File: src/sstl_pkg.sv
`default_nettype none
package sstl_pkg;

	localparam int STAGES     = 16;
	localparam int IDX_W      = 4;
	localparam int FULL_ITERS = 32;
	localparam int ITER_W     = 6;
	localparam int SEQ_REF    = 12;
	localparam int MULT_REF   = 100;
	localparam int LEN_SHIFT  = 6;
	localparam int MEAS_SHIFT = 5;

	// reciprocal of three, exact for operands below 2^20
	localparam int          DIV3_SHIFT = 21;
	localparam logic [41:0] DIV3_RECIP = 42'd699051;

	// register indexes
	localparam logic [2:0] REG_WALK    = 3'd0;
	localparam logic [2:0] REG_SEQ     = 3'd1;
	localparam logic [2:0] REG_MEASURE = 3'd2;
	localparam logic [2:0] REG_MULT    = 3'd3;
	localparam logic [2:0] REG_SKIP    = 3'd4;
	localparam logic [2:0] REG_CODES   = 3'd5;
	localparam logic [2:0] REG_LEN_LO  = 3'd6;
	localparam logic [2:0] REG_LEN_HI  = 3'd7;

	typedef enum logic [3:0] {
		OP_NONE,
		OP_CLR,
		OP_MUL_RAW,
		OP_DIV12,
		OP_MUL_LEN,
		OP_MUL_100,
		OP_DIV_MULT,
		OP_ACC,
		OP_IDX_CLR,
		OP_STR_MUL,
		OP_STR_DIV,
		OP_STR_WR,
		OP_TAKE,
		OP_MOD,
		OP_SCAN,
		OP_PHASE
	} op_e;

	typedef struct packed {
		op_e  op;
		logic load_out;
		logic load_zero;
	} dp_cmd_t;

	typedef struct packed {
		logic div_busy;
		logic idx_last;
		logic hit;
		logic cycle_zero;
		logic stretch_need;
	} dp_status_t;

	// grid cell visited at position idx of walk pattern mode
	function automatic logic [3:0] walk_cell(input logic [2:0] mode, input logic [3:0] idx);
		logic [63:0] row;
		case (mode)
			3'd0:    row = 64'hCDEFBA9845673210;
			3'd1:    row = 64'h32107654BA98FEDC;
			3'd2:    row = 64'h0123765489ABFEDC;
			3'd3:    row = 64'h048C159D26AE37BF;
			3'd4:    row = 64'h37BFEA62159DC840;
			3'd5:    row = 64'h56A98401237BFEDC;
			3'd6:    row = 64'hCDEFB7321048A659;
			default: row = 64'h372B61FA50E94D8C;
		endcase
		return row[{idx, 2'b00} +: 4];
	endfunction

	function automatic logic [10:0] slot_ticks(input logic [2:0] code);
		logic [10:0] t;
		case (code)
			3'd0:    t = 11'd48;
			3'd1:    t = 11'd64;
			3'd2:    t = 11'd96;
			3'd3:    t = 11'd128;
			3'd4:    t = 11'd192;
			3'd5:    t = 11'd384;
			3'd6:    t = 11'd768;
			default: t = 11'd1536;
		endcase
		return t;
	endfunction

endpackage
`default_nettype wire

File: src/stage_schedule_tick_locator.sv
`default_nettype none
// channel   direction  handshake          payload
// s_*       in         s_tvalid/s_tready  s_tdata: rel_tick
// m_*       out        m_tvalid/m_tready  m_tdata: valid_res, slot, active_cell, phase, cycle_len
// cfg_*     in         cfg_we             cfg_index, cfg_wdata
//
// an item runs the modulo on the shared bit-serial divider, then scans the slots
// (up to 16) and runs the phase division on the same divider
// reset and every config write start a rebuild of the end table
// (16 stages, one 32-step division each), plus a stretch pass when it is needed
// s_tready is low during rebuild and while an item is in work
// a finished result waits in the output register; the next item is taken meanwhile
module stage_schedule_tick_locator #(
	parameter int PHASE_BITS = 16
) (
	input  wire logic        clk,
	input  wire logic        arst_n,
	input  wire logic        cfg_we,
	input  wire logic [2:0]  cfg_index,
	input  wire logic [63:0] cfg_wdata,
	input  wire logic        s_tvalid,
	output logic             s_tready,
	input  wire logic [31:0] s_tdata,   // rel_tick
	output logic             m_tvalid,
	input  wire logic        m_tready,
	output logic [55:0]      m_tdata    // valid_res, slot[4], active_cell[4], phase[16], cycle_len[31]
);

	sstl_pkg::dp_cmd_t    cmd;
	sstl_pkg::dp_status_t st;

	// sequencing of rebuild and item work
	sstl_ctrl u_ctrl (
		.clk      (clk),
		.arst_n   (arst_n),
		.cfg_we   (cfg_we),
		.s_tvalid (s_tvalid),
		.s_tready (s_tready),
		.m_tvalid (m_tvalid),
		.m_tready (m_tready),
		.st       (st),
		.cmd      (cmd)
	);

	// config, end table, multiplier, divider and result register
	sstl_dp #(
		.PHASE_BITS (PHASE_BITS)
	) u_dp (
		.clk       (clk),
		.arst_n    (arst_n),
		.cfg_we    (cfg_we),
		.cfg_index (cfg_index),
		.cfg_wdata (cfg_wdata),
		.tick      (s_tdata),
		.cmd       (cmd),
		.status    (st),
		.out_data  (m_tdata)
	);

endmodule
`default_nettype wire

File: src/sstl_div.sv
`default_nettype none
module sstl_div (
	input  wire logic        clk,
	input  wire logic        arst_n,
	input  wire logic        start,
	input  wire logic [31:0] dividend,
	input  wire logic [31:0] divisor,
	input  wire logic [31:0] rem_init,
	input  wire logic [sstl_pkg::ITER_W-1:0] iters,
	output logic             busy,
	output logic [31:0]      quot,
	output logic [31:0]      rem
);

	logic [sstl_pkg::ITER_W-1:0] cnt_q;
	logic [31:0] dvd_q, dsr_q, rem_q, quo_q;
	logic [32:0] r_sh, r_sub;
	logic        ge;

	// one restoring step per cycle
	assign r_sh  = {rem_q, dvd_q[31]};
	assign ge    = r_sh >= {1'b0, dsr_q};
	assign r_sub = r_sh - {1'b0, dsr_q};

	always_ff @(posedge clk or negedge arst_n) begin
		if (!arst_n) begin
			cnt_q <= '0;
		end else if (start) begin
			cnt_q <= iters;
		end else if (cnt_q != '0) begin
			cnt_q <= cnt_q - 1'b1;
		end
	end

	always_ff @(posedge clk) begin
		if (start) begin
			dvd_q <= dividend;
			dsr_q <= divisor;
			rem_q <= rem_init;
			quo_q <= '0;
		end else if (cnt_q != '0) begin
			dvd_q <= {dvd_q[30:0], 1'b0};
			rem_q <= ge ? r_sub[31:0] : r_sh[31:0];
			quo_q <= {quo_q[30:0], ge};
		end
	end

	assign busy = cnt_q != '0;
	assign quot = quo_q;
	assign rem  = rem_q;

endmodule
`default_nettype wire

File: src/sstl_dp.sv
`default_nettype none
module sstl_dp #(
	parameter int PHASE_BITS = 16
) (
	input  wire logic        clk,
	input  wire logic        arst_n,
	input  wire logic        cfg_we,
	input  wire logic [2:0]  cfg_index,
	input  wire logic [63:0] cfg_wdata,
	input  wire logic [31:0] tick,
	input  wire sstl_pkg::dp_cmd_t cmd,
	output sstl_pkg::dp_status_t   status,
	output logic [55:0]      out_data
);

	localparam logic [5:0] PH_ITERS = 6'(PHASE_BITS);

	logic [3:0]  walk_mode_q;
	logic [10:0] seq_div_q;
	logic [15:0] measure_div_q;
	logic [9:0]  clock_mult_q;
	logic [15:0] skip_mask_q;
	logic [47:0] slot_codes_q;
	logic [63:0] lengths_low_q, lengths_high_q;

	logic [31:0] ends_q [sstl_pkg::STAGES];
	logic [31:0] acc_q, cycle_q, mul_q, tick_q, prev_q;
	logic [3:0]  idx_q;

	// config registers with reset values
	always_ff @(posedge clk or negedge arst_n) begin
		if (!arst_n) begin
			walk_mode_q    <= 4'd0;
			seq_div_q      <= 11'd12;
			measure_div_q  <= 16'd0;
			clock_mult_q   <= 10'd100;
			skip_mask_q    <= 16'd0;
			slot_codes_q   <= 48'd241264265751990;
			lengths_low_q  <= 64'h4040404040404040;
			lengths_high_q <= 64'h4040404040404040;
		end else if (cfg_we) begin
			case (cfg_index)
				sstl_pkg::REG_WALK:    walk_mode_q    <= cfg_wdata[3:0];
				sstl_pkg::REG_SEQ:     seq_div_q      <= cfg_wdata[10:0];
				sstl_pkg::REG_MEASURE: measure_div_q  <= cfg_wdata[15:0];
				sstl_pkg::REG_MULT:    clock_mult_q   <= cfg_wdata[9:0];
				sstl_pkg::REG_SKIP:    skip_mask_q    <= cfg_wdata[15:0];
				sstl_pkg::REG_CODES:   slot_codes_q   <= cfg_wdata[47:0];
				sstl_pkg::REG_LEN_LO:  lengths_low_q  <= cfg_wdata;
				default:               lengths_high_q <= cfg_wdata;
			endcase
		end
	end

	logic [3:0]  grid_cell;
	logic        skipped;
	logic [10:0] raw;
	logic [11:0] seq;
	logic [9:0]  mult;
	logic [6:0]  len7;
	logic [10:0] minc;
	logic [31:0] end_rd;
	logic [31:0] mul_a;
	logic [11:0] mul_b;
	logic [43:0] mul_p;
	logic [41:0] d12_p;

	assign grid_cell = sstl_pkg::walk_cell(walk_mode_q[2:0], idx_q);
	assign skipped   = skip_mask_q[grid_cell];
	assign raw       = (!walk_mode_q[3] && skipped) ? 11'd0
	                 : sstl_pkg::slot_ticks(
	                       slot_codes_q[{grid_cell, 1'b0} + {2'b00, grid_cell} +: 3]);
	assign seq       = (seq_div_q == '0) ? 12'(sstl_pkg::SEQ_REF) : {1'b0, seq_div_q};
	assign mult      = (clock_mult_q == '0) ? 10'(sstl_pkg::MULT_REF) : clock_mult_q;
	assign len7      = grid_cell[3] ? lengths_high_q[{grid_cell[2:0], 3'b000} +: 7]
	                                : lengths_low_q[{grid_cell[2:0], 3'b000} +: 7];
	assign minc      = measure_div_q[15:sstl_pkg::MEAS_SHIFT];
	assign end_rd    = ends_q[idx_q];

	// floor(x / 12): drop two bits, then multiply by the reciprocal of three
	assign d12_p = {22'd0, mul_q[21:2]} * sstl_pkg::DIV3_RECIP;

	logic        div_start, div_busy;
	logic [31:0] div_dvd, div_dsr, div_rem0, div_quot, div_rem;
	logic [5:0]  div_iters;

	always_comb begin
		mul_a     = '0;
		mul_b     = '0;
		div_start = 1'b0;
		div_dvd   = mul_q;
		div_dsr   = cycle_q;
		div_rem0  = '0;
		div_iters = 6'(sstl_pkg::FULL_ITERS);
		case (cmd.op)
			sstl_pkg::OP_MUL_RAW: begin
				mul_a = {21'd0, raw};
				mul_b = seq;
			end
			sstl_pkg::OP_MUL_LEN: begin
				mul_a = mul_q;
				mul_b = {5'd0, len7};
			end
			sstl_pkg::OP_MUL_100: begin
				mul_a = mul_q >> sstl_pkg::LEN_SHIFT;
				mul_b = 12'(sstl_pkg::MULT_REF);
			end
			sstl_pkg::OP_STR_MUL: begin
				mul_a = end_rd;
				mul_b = {1'b0, minc};
			end
			sstl_pkg::OP_DIV_MULT: begin
				div_start = 1'b1;
				div_dsr   = {22'd0, mult};
			end
			sstl_pkg::OP_STR_DIV: begin
				div_start = 1'b1;
				div_dvd   = mul_q + {1'b0, cycle_q[31:1]};
			end
			sstl_pkg::OP_MOD: begin
				div_start = 1'b1;
				div_dvd   = tick_q;
			end
			sstl_pkg::OP_PHASE: begin
				div_start = 1'b1;
				div_dvd   = '0;
				div_dsr   = end_rd - prev_q;
				div_rem0  = div_rem - prev_q;
				div_iters = PH_ITERS;
			end
			default: begin
			end
		endcase
	end

	assign mul_p = mul_a * mul_b;

	sstl_div u_div (
		.clk      (clk),
		.arst_n   (arst_n),
		.start    (div_start),
		.dividend (div_dvd),
		.divisor  (div_dsr),
		.rem_init (div_rem0),
		.iters    (div_iters),
		.busy     (div_busy),
		.quot     (div_quot),
		.rem      (div_rem)
	);

	always_ff @(posedge clk or negedge arst_n) begin
		if (!arst_n) begin
			idx_q <= '0;
		end else begin
			case (cmd.op)
				sstl_pkg::OP_CLR, sstl_pkg::OP_IDX_CLR, sstl_pkg::OP_TAKE: idx_q <= '0;
				sstl_pkg::OP_ACC, sstl_pkg::OP_STR_WR: idx_q <= idx_q + 1'b1;
				sstl_pkg::OP_SCAN: if (!status.hit) idx_q <= idx_q + 1'b1;
				default: begin
				end
			endcase
		end
	end

	always_ff @(posedge clk) begin
		case (cmd.op)
			sstl_pkg::OP_CLR: acc_q <= '0;
			sstl_pkg::OP_MUL_RAW, sstl_pkg::OP_MUL_LEN, sstl_pkg::OP_MUL_100,
			sstl_pkg::OP_STR_MUL: mul_q <= mul_p[31:0];
			sstl_pkg::OP_DIV12: mul_q <= {12'd0, d12_p[sstl_pkg::DIV3_SHIFT +: 20]};
			sstl_pkg::OP_ACC: begin
				acc_q         <= acc_q + div_quot;
				cycle_q       <= acc_q + div_quot;
				ends_q[idx_q] <= acc_q + div_quot;
			end
			sstl_pkg::OP_STR_WR: begin
				ends_q[idx_q] <= div_quot;
				if (status.idx_last) cycle_q <= div_quot;
			end
			sstl_pkg::OP_TAKE: begin
				tick_q <= tick;
				prev_q <= '0;
			end
			sstl_pkg::OP_SCAN: if (!status.hit) prev_q <= end_rd;
			default: begin
			end
		endcase
	end

	// result payload: valid, slot, cell, phase, cycle from bit 0 up
	always_ff @(posedge clk) begin
		if (cmd.load_zero) begin
			out_data <= '0;
		end else if (cmd.load_out) begin
			out_data <= {cycle_q[30:0], div_quot[15:0],
			             sstl_pkg::walk_cell(walk_mode_q[2:0], idx_q), idx_q, 1'b1};
		end
	end

	assign status.div_busy     = div_busy;
	assign status.idx_last     = idx_q == 4'(sstl_pkg::STAGES - 1);
	assign status.hit          = div_rem < end_rd;
	assign status.cycle_zero   = cycle_q == '0;
	assign status.stretch_need = (cycle_q != '0) && (minc != '0) && (cycle_q < {21'd0, minc});

endmodule
`default_nettype wire

File: src/sstl_ctrl.sv
`default_nettype none
module sstl_ctrl (
	input  wire logic clk,
	input  wire logic arst_n,
	input  wire logic cfg_we,
	input  wire logic s_tvalid,
	output logic      s_tready,
	output logic      m_tvalid,
	input  wire logic m_tready,
	input  wire sstl_pkg::dp_status_t st,
	output sstl_pkg::dp_cmd_t         cmd
);

	typedef enum logic [4:0] {
		RB_CLR, RB_RAW, RB_D12, RB_LEN, RB_M100, RB_DM, RB_DMW, RB_ACC,
		RB_CHK, ST_MUL, ST_DIV, ST_DIVW, ST_WR,
		IDLE, IT_MOD, IT_MODW, IT_SCAN, IT_PHW, IT_OUT, IT_ZERO
	} state_t;

	state_t state_q;
	logic   out_free;

	assign out_free = !m_tvalid || m_tready;
	assign s_tready = state_q == IDLE;

	always_comb begin
		cmd.op        = sstl_pkg::OP_NONE;
		cmd.load_out  = 1'b0;
		cmd.load_zero = 1'b0;
		case (state_q)
			RB_CLR:  cmd.op = sstl_pkg::OP_CLR;
			RB_RAW:  cmd.op = sstl_pkg::OP_MUL_RAW;
			RB_D12:  cmd.op = sstl_pkg::OP_DIV12;
			RB_LEN:  cmd.op = sstl_pkg::OP_MUL_LEN;
			RB_M100: cmd.op = sstl_pkg::OP_MUL_100;
			RB_DM:   cmd.op = sstl_pkg::OP_DIV_MULT;
			RB_ACC:  cmd.op = sstl_pkg::OP_ACC;
			RB_CHK:  cmd.op = sstl_pkg::OP_IDX_CLR;
			ST_MUL:  cmd.op = sstl_pkg::OP_STR_MUL;
			ST_DIV:  cmd.op = sstl_pkg::OP_STR_DIV;
			ST_WR:   cmd.op = sstl_pkg::OP_STR_WR;
			IDLE:    if (s_tvalid) cmd.op = sstl_pkg::OP_TAKE;
			IT_MOD:  cmd.op = sstl_pkg::OP_MOD;
			IT_SCAN: cmd.op = st.hit ? sstl_pkg::OP_PHASE : sstl_pkg::OP_SCAN;
			IT_OUT:  cmd.load_out = out_free;
			IT_ZERO: cmd.load_zero = out_free;
			default: begin
			end
		endcase
	end

	always_ff @(posedge clk or negedge arst_n) begin
		if (!arst_n) begin
			state_q  <= RB_CLR;
			m_tvalid <= 1'b0;
		end else begin
			if (cmd.load_out || cmd.load_zero) m_tvalid <= 1'b1;
			else if (m_tready) m_tvalid <= 1'b0;
			if (cfg_we) begin
				state_q <= RB_CLR;
			end else begin
				case (state_q)
					RB_CLR:  state_q <= RB_RAW;
					RB_RAW:  state_q <= RB_D12;
					RB_D12:  state_q <= RB_LEN;
					RB_LEN:  state_q <= RB_M100;
					RB_M100: state_q <= RB_DM;
					RB_DM:   state_q <= RB_DMW;
					RB_DMW:  if (!st.div_busy) state_q <= RB_ACC;
					RB_ACC:  state_q <= st.idx_last ? RB_CHK : RB_RAW;
					RB_CHK:  state_q <= st.stretch_need ? ST_MUL : IDLE;
					ST_MUL:  state_q <= ST_DIV;
					ST_DIV:  state_q <= ST_DIVW;
					ST_DIVW: if (!st.div_busy) state_q <= ST_WR;
					ST_WR:   state_q <= st.idx_last ? IDLE : ST_MUL;
					IDLE:    if (s_tvalid) state_q <= st.cycle_zero ? IT_ZERO : IT_MOD;
					IT_MOD:  state_q <= IT_MODW;
					IT_MODW: if (!st.div_busy) state_q <= IT_SCAN;
					IT_SCAN: if (st.hit) state_q <= IT_PHW;
					IT_PHW:  if (!st.div_busy) state_q <= IT_OUT;
					IT_OUT:  if (out_free) state_q <= IDLE;
					IT_ZERO: if (out_free) state_q <= IDLE;
					default: state_q <= IDLE;
				endcase
			end
		end
	end

endmodule
`default_nettype wire
File: config.mk
export PLATFORM = sky130hd
export DESIGN_NAME = stage_schedule_tick_locator
export DESIGN_NICKNAME = d
export VERILOG_FILES = /design/src/sstl_pkg.sv /design/src/stage_schedule_tick_locator.sv /design/src/sstl_div.sv /design/src/sstl_dp.sv /design/src/sstl_ctrl.sv
export SDC_FILE = /design/constraint.sdc
export NUM_CORES = 2
export LEC_CHECK = 0
export ABC_CLOCK_PERIOD_IN_PS = 16300
export BUFFER_PORTS_ARGS = -buffer_cell sky130_fd_sc_hd__buf_4
export CORE_ASPECT_RATIO = 0.6
export CORE_MARGIN = 2
export CORE_UTILIZATION = 64
export DETAILED_ROUTE_END_ITERATION = 6
export PLACE_DENSITY_LB_ADDON = 0.3
export SYNTH_ARGS = -nofsm -noshare
export SYNTH_HDL_FRONTEND = slang
export SYNTH_HIERARCHICAL = 1
export SYNTH_SLANG_ARGS = --single-unit
export TNS_END_PERCENT = 30
File: constraint.sdc
create_clock -name clk -period 16.3 [get_ports clk]
set_input_delay 3.26 -clock clk [delete_from_list [all_inputs] [get_ports clk]]
set_output_delay 3.26 -clock clk [all_outputs]
set_load 0.05 [all_outputs]
==> results.py <==
metrics = {
    "run_status": {
        "status": "completed",
    },
    "cells_and_area": {
        "finalInstanceArea_um2": 77100,
        "finish.net_count": 7051,
        "finalNonFillerCells": 7674,
        "fillCellCount": 7614,
        "utilization": 0.705,
        "synthToLayoutAreaGrowth_pct": 9.49,
        "layout-drive-gt1-share": 0.166,
    },
    "run": {
        "cap_viol_max_count": 0,
    },
    "global_routing": {
        "grt_pass1_wl_mm": 316,
        "grt_pass1_vias": 49500,
        "track_usage": 0.378,
        "gr-total-overflow": 0,
        "antenna_found_initial": 3,
        "grt_max_degree": 128,
    },
    "route": {
        "wl_mm": 211,
        "ant_nets": 0,
        "vias": 50700,
        "first_pass_iters": 7,
        "route.detailed.drc": 0,
        "wl_per_cell_um": 27.6,
        "vias_per_cell": 6.60,
        "drt_iter0_drc": 7641,
    },
    "clock_tree": {
        "clock-sinks": 1084,
        "root_buffer": "clkbuf_16",
        "cts_tree": "yes",
        "cts_hold_buffers": 0,
        "cts.path.max_buffers": 3,
        "cts_resized": 0,
        "h-tree-depth": 3,
        "post-cts-setup-buffers": 0,
        "path_clk_slew_ps": 70,
        "insertion_delay_ps": 740,
        "cts_buffers": 102,
    },
    "setup_path": {
        "critPathRequiredTime_ps": 16770,
        "crit_type": "reg2reg",
        "end_kind": "flop",
        "start_kind": "flop",
        "slowest_stage": "nor2_2",
        "critPathMaxStageDelay_ps": 920,
        "worstPathMaxFanout": 63,
        "worstPathArrival_ps": 14600,
    },
    "logic_synthesis": {
        "yosysUniqueCellTypes": 109,
        "avgSynthCellArea_um2": 11.7,
        "synthFlopType": "edfxtp_1",
        "ys_warn_count": 6,
        "synth_cells": 6017,
        "synth.yosys.seq_area_share": 0.434,
        "async_flop_share": 0.210,
        "syn-cell-area_um2": 70400,
        "synth_seq_cells": 1084,
        "synth_edf_count": 768,
    },
    "place": {
        "hpwlAfterDp_mm": 152,
        "place_congestion": 1.03,
        "dpl_cell_area_um2": 73500,
        "portBuffers": 159,
        "dp_cells": 7477,
    },
    "die": {
        "die_w_um": 432,
        "rows": 94,
        "die_area_um2": 113000,
        "core_um2": 109000,
        "initial_core_util": 0.644,
        "io_pins": 162,
        "dieHeight_um": 261,
    },
    "timing": {
        "slew_headroom": 0.0326,
        "finalHoldViolCount": 0,
        "grt_setup_unrepaired": "false",
        "timing.fmax_mhz": 70.8,
        "slew_violations": 0,
        "skew_ps": 45.5,
        "setup_viol": 0,
        "worst_pin_slew_ps": 1440,
        "final.setup.tns_ps": 0,
        "period_minus_slack_ps": 14130,
        "timing.final.crit_share": 0.867,
    },
    "worst_hold_path": {
        "hp-class": "reg2reg",
    },
}
## critical path: cells and delay by family (launching register included)
family	cells	cell delay (ps)
compound gates	17	4720
fa+ha+maj	7	3140
simple gates	11	2280
buf+inv	7	1270
mux	2	1180
flops	1	900
xor+xnor	1	150
## flip-flops by register name (all words and copies together), names as in the netlist, 16 cells and up
name,count
u_dp/acc_q,32
u_dp/cycle_q,32
u_dp/ends_q,512
u_dp/lengths_high_q,56
u_dp/lengths_low_q,56
u_dp/mul_q,32
u_dp/out_data,56
u_dp/prev_q,32
u_dp/skip_mask_q,16
u_dp/slot_codes_q,48
u_dp/tick_q,32
u_dp/u_div/dsr_q,32
u_dp/u_div/dvd_q,32
u_dp/u_div/quot,32
u_dp/u_div/rem,32
## synth_stat cells, drive strengths merged, types with 63 or more instances
master | n | area, um2
xnor2 | 114 | 1010
buf | 111 | 629
mux2i | 168 | 1680
o21ai | 269 | 1360
nor2 | 440 | 1650
clkbuf | 146 | 548
mux4 | 175 | 3940
nand2b | 63 | 394
nand3 | 79 | 395
a21o | 90 | 676
dfxtp | 88 | 1760
inv | 647 | 2430
ha | 440 | 5510
edfxtp | 768 | 23100
a21oi | 271 | 1370
xor2 | 75 | 657
mux2 | 271 | 3100
nor3 | 63 | 330
dfrtp | 175 | 4380
fa | 365 | 7310
nand2 | 515 | 1930
## cells by family (layout without fill, tap and decap cells)
kind of cell             after synthesis  count (layout)  share of synthesized area
buffers and inverters                907            1117                     0.0514
multiplexers                         614             614                      0.124
flip-flops                          1084            1084                      0.434
AND/OR/NAND/NOR                     1392            1392                     0.0891
adder cells (fa/ha/maj)              805             805                      0.182
other                                  1               8                  0.0000532
XOR/XNOR                             191             191                     0.0242
AO/OA/AOI/OAI                       1023            1023                     0.0952
## stage by stage
step                worst slack [ps]  hold slack [ps]
floorplan                       4430              462
global placement                2990              458
detailed placement              2780              460
CTS                             2700              475
global route                    1710              516
finish                          2170              473
## worst paths after layout
| check | startpoint | endpoint | slack [ps] | cells after the start |
|---|---|---|---|---|
| min | u_dp/out_data[0]$_SDFFE_PP0P_ | u_dp/out_data[0]$_SDFFE_PP0P_ | 470 | 2 |
| min in group asynchronous | arst_n | u_dp/slot_codes_q[33]$_DFFE_PN0P_ | 2500 | 1 |
| min reg2reg | u_dp/out_data[0]$_SDFFE_PP0P_ | u_dp/out_data[0]$_SDFFE_PP0P_ | 470 | 2 |
| max in group asynchronous | arst_n | u_dp/idx_q[3]$_DFFE_PN0P_ | 12320 | 2 |
| max | u_dp/idx_q[0]$_DFFE_PN0P_ | u_dp/mul_q[30]$_SDFFCE_PP0P_ | 2170 | 45 |
| max reg2reg | u_dp/idx_q[0]$_DFFE_PN0P_ | u_dp/mul_q[30]$_SDFFCE_PP0P_ | 2170 | 45 |
## layer usage
metal  vias to the layer above  GRT usage  wire [um]
li1                      21700          -          -
met1                     25100      0.565      85700
met2                      3499      0.518      86400
met3                       420      0.133      32400
met4                         4      0.117       6970
met5                         -          0         23
## layout make-up
class / instances / area, um2 / area share
tap: 1440 / 1800 / 0.0234
clock inverter: 60 / 847 / 0.0110
sequential: 1084 / 30600 / 0.397
timing repair buffer: 275 / 2130 / 0.0276
antenna: 4 / 10.0 / 0.000130
multi-input combinational: 4029 / 36600 / 0.474
inverter: 650 / 2440 / 0.0316
clock buffer: 132 / 2730 / 0.0353
## layout by cell type, fill, tap and decap left out, types with 19 or more instances in the layout
| master | synthesis | layout |
|---|---|---|
| xnor2_1 | 113 | 112 |
| nand2b_1 | 63 | 62 |
| nand4_1 | 32 | 32 |
| clkbuf_1 | 146 | 24 |
| nand2_1 | 515 | 515 |
| dfstp_2 | 53 | 53 |
| o21bai_1 | 28 | 28 |
| mux2i_1 | 168 | 168 |
| inv_1 | 643 | 643 |
| o21ai_1 | 18 | 40 |
| buf_4 | 18 | 269 |
| o21a_1 | 38 | 38 |
| and2_1 | 25 | 25 |
| a22oi_1 | 58 | 58 |
| nor2b_1 | 43 | 43 |
| dfrtp_1 | 175 | 171 |
| nor3_1 | 60 | 56 |
| mux4_2 | 175 | 175 |
| clkbuf_16 | 0 | 102 |
| mux2_2 | 259 | 259 |
| nor2_1 | 440 | 418 |
| fa_1 | 365 | 365 |
| nor2_4 | 0 | 19 |
| o31ai_1 | 21 | 19 |
| dfxtp_1 | 88 | 88 |
| xor2_1 | 75 | 75 |
| nor4_1 | 23 | 23 |
| ha_1 | 440 | 440 |
| o21ai_0 | 249 | 222 |
| nand3_1 | 79 | 78 |
| a21oi_1 | 268 | 264 |
| edfxtp_1 | 768 | 768 |
| a21o_1 | 90 | 90 |
| a211oi_1 | 26 | 26 |
Power is not shown: default switching activity piles up to over one toggle a cycle in this logic, so the estimate is an artifact.
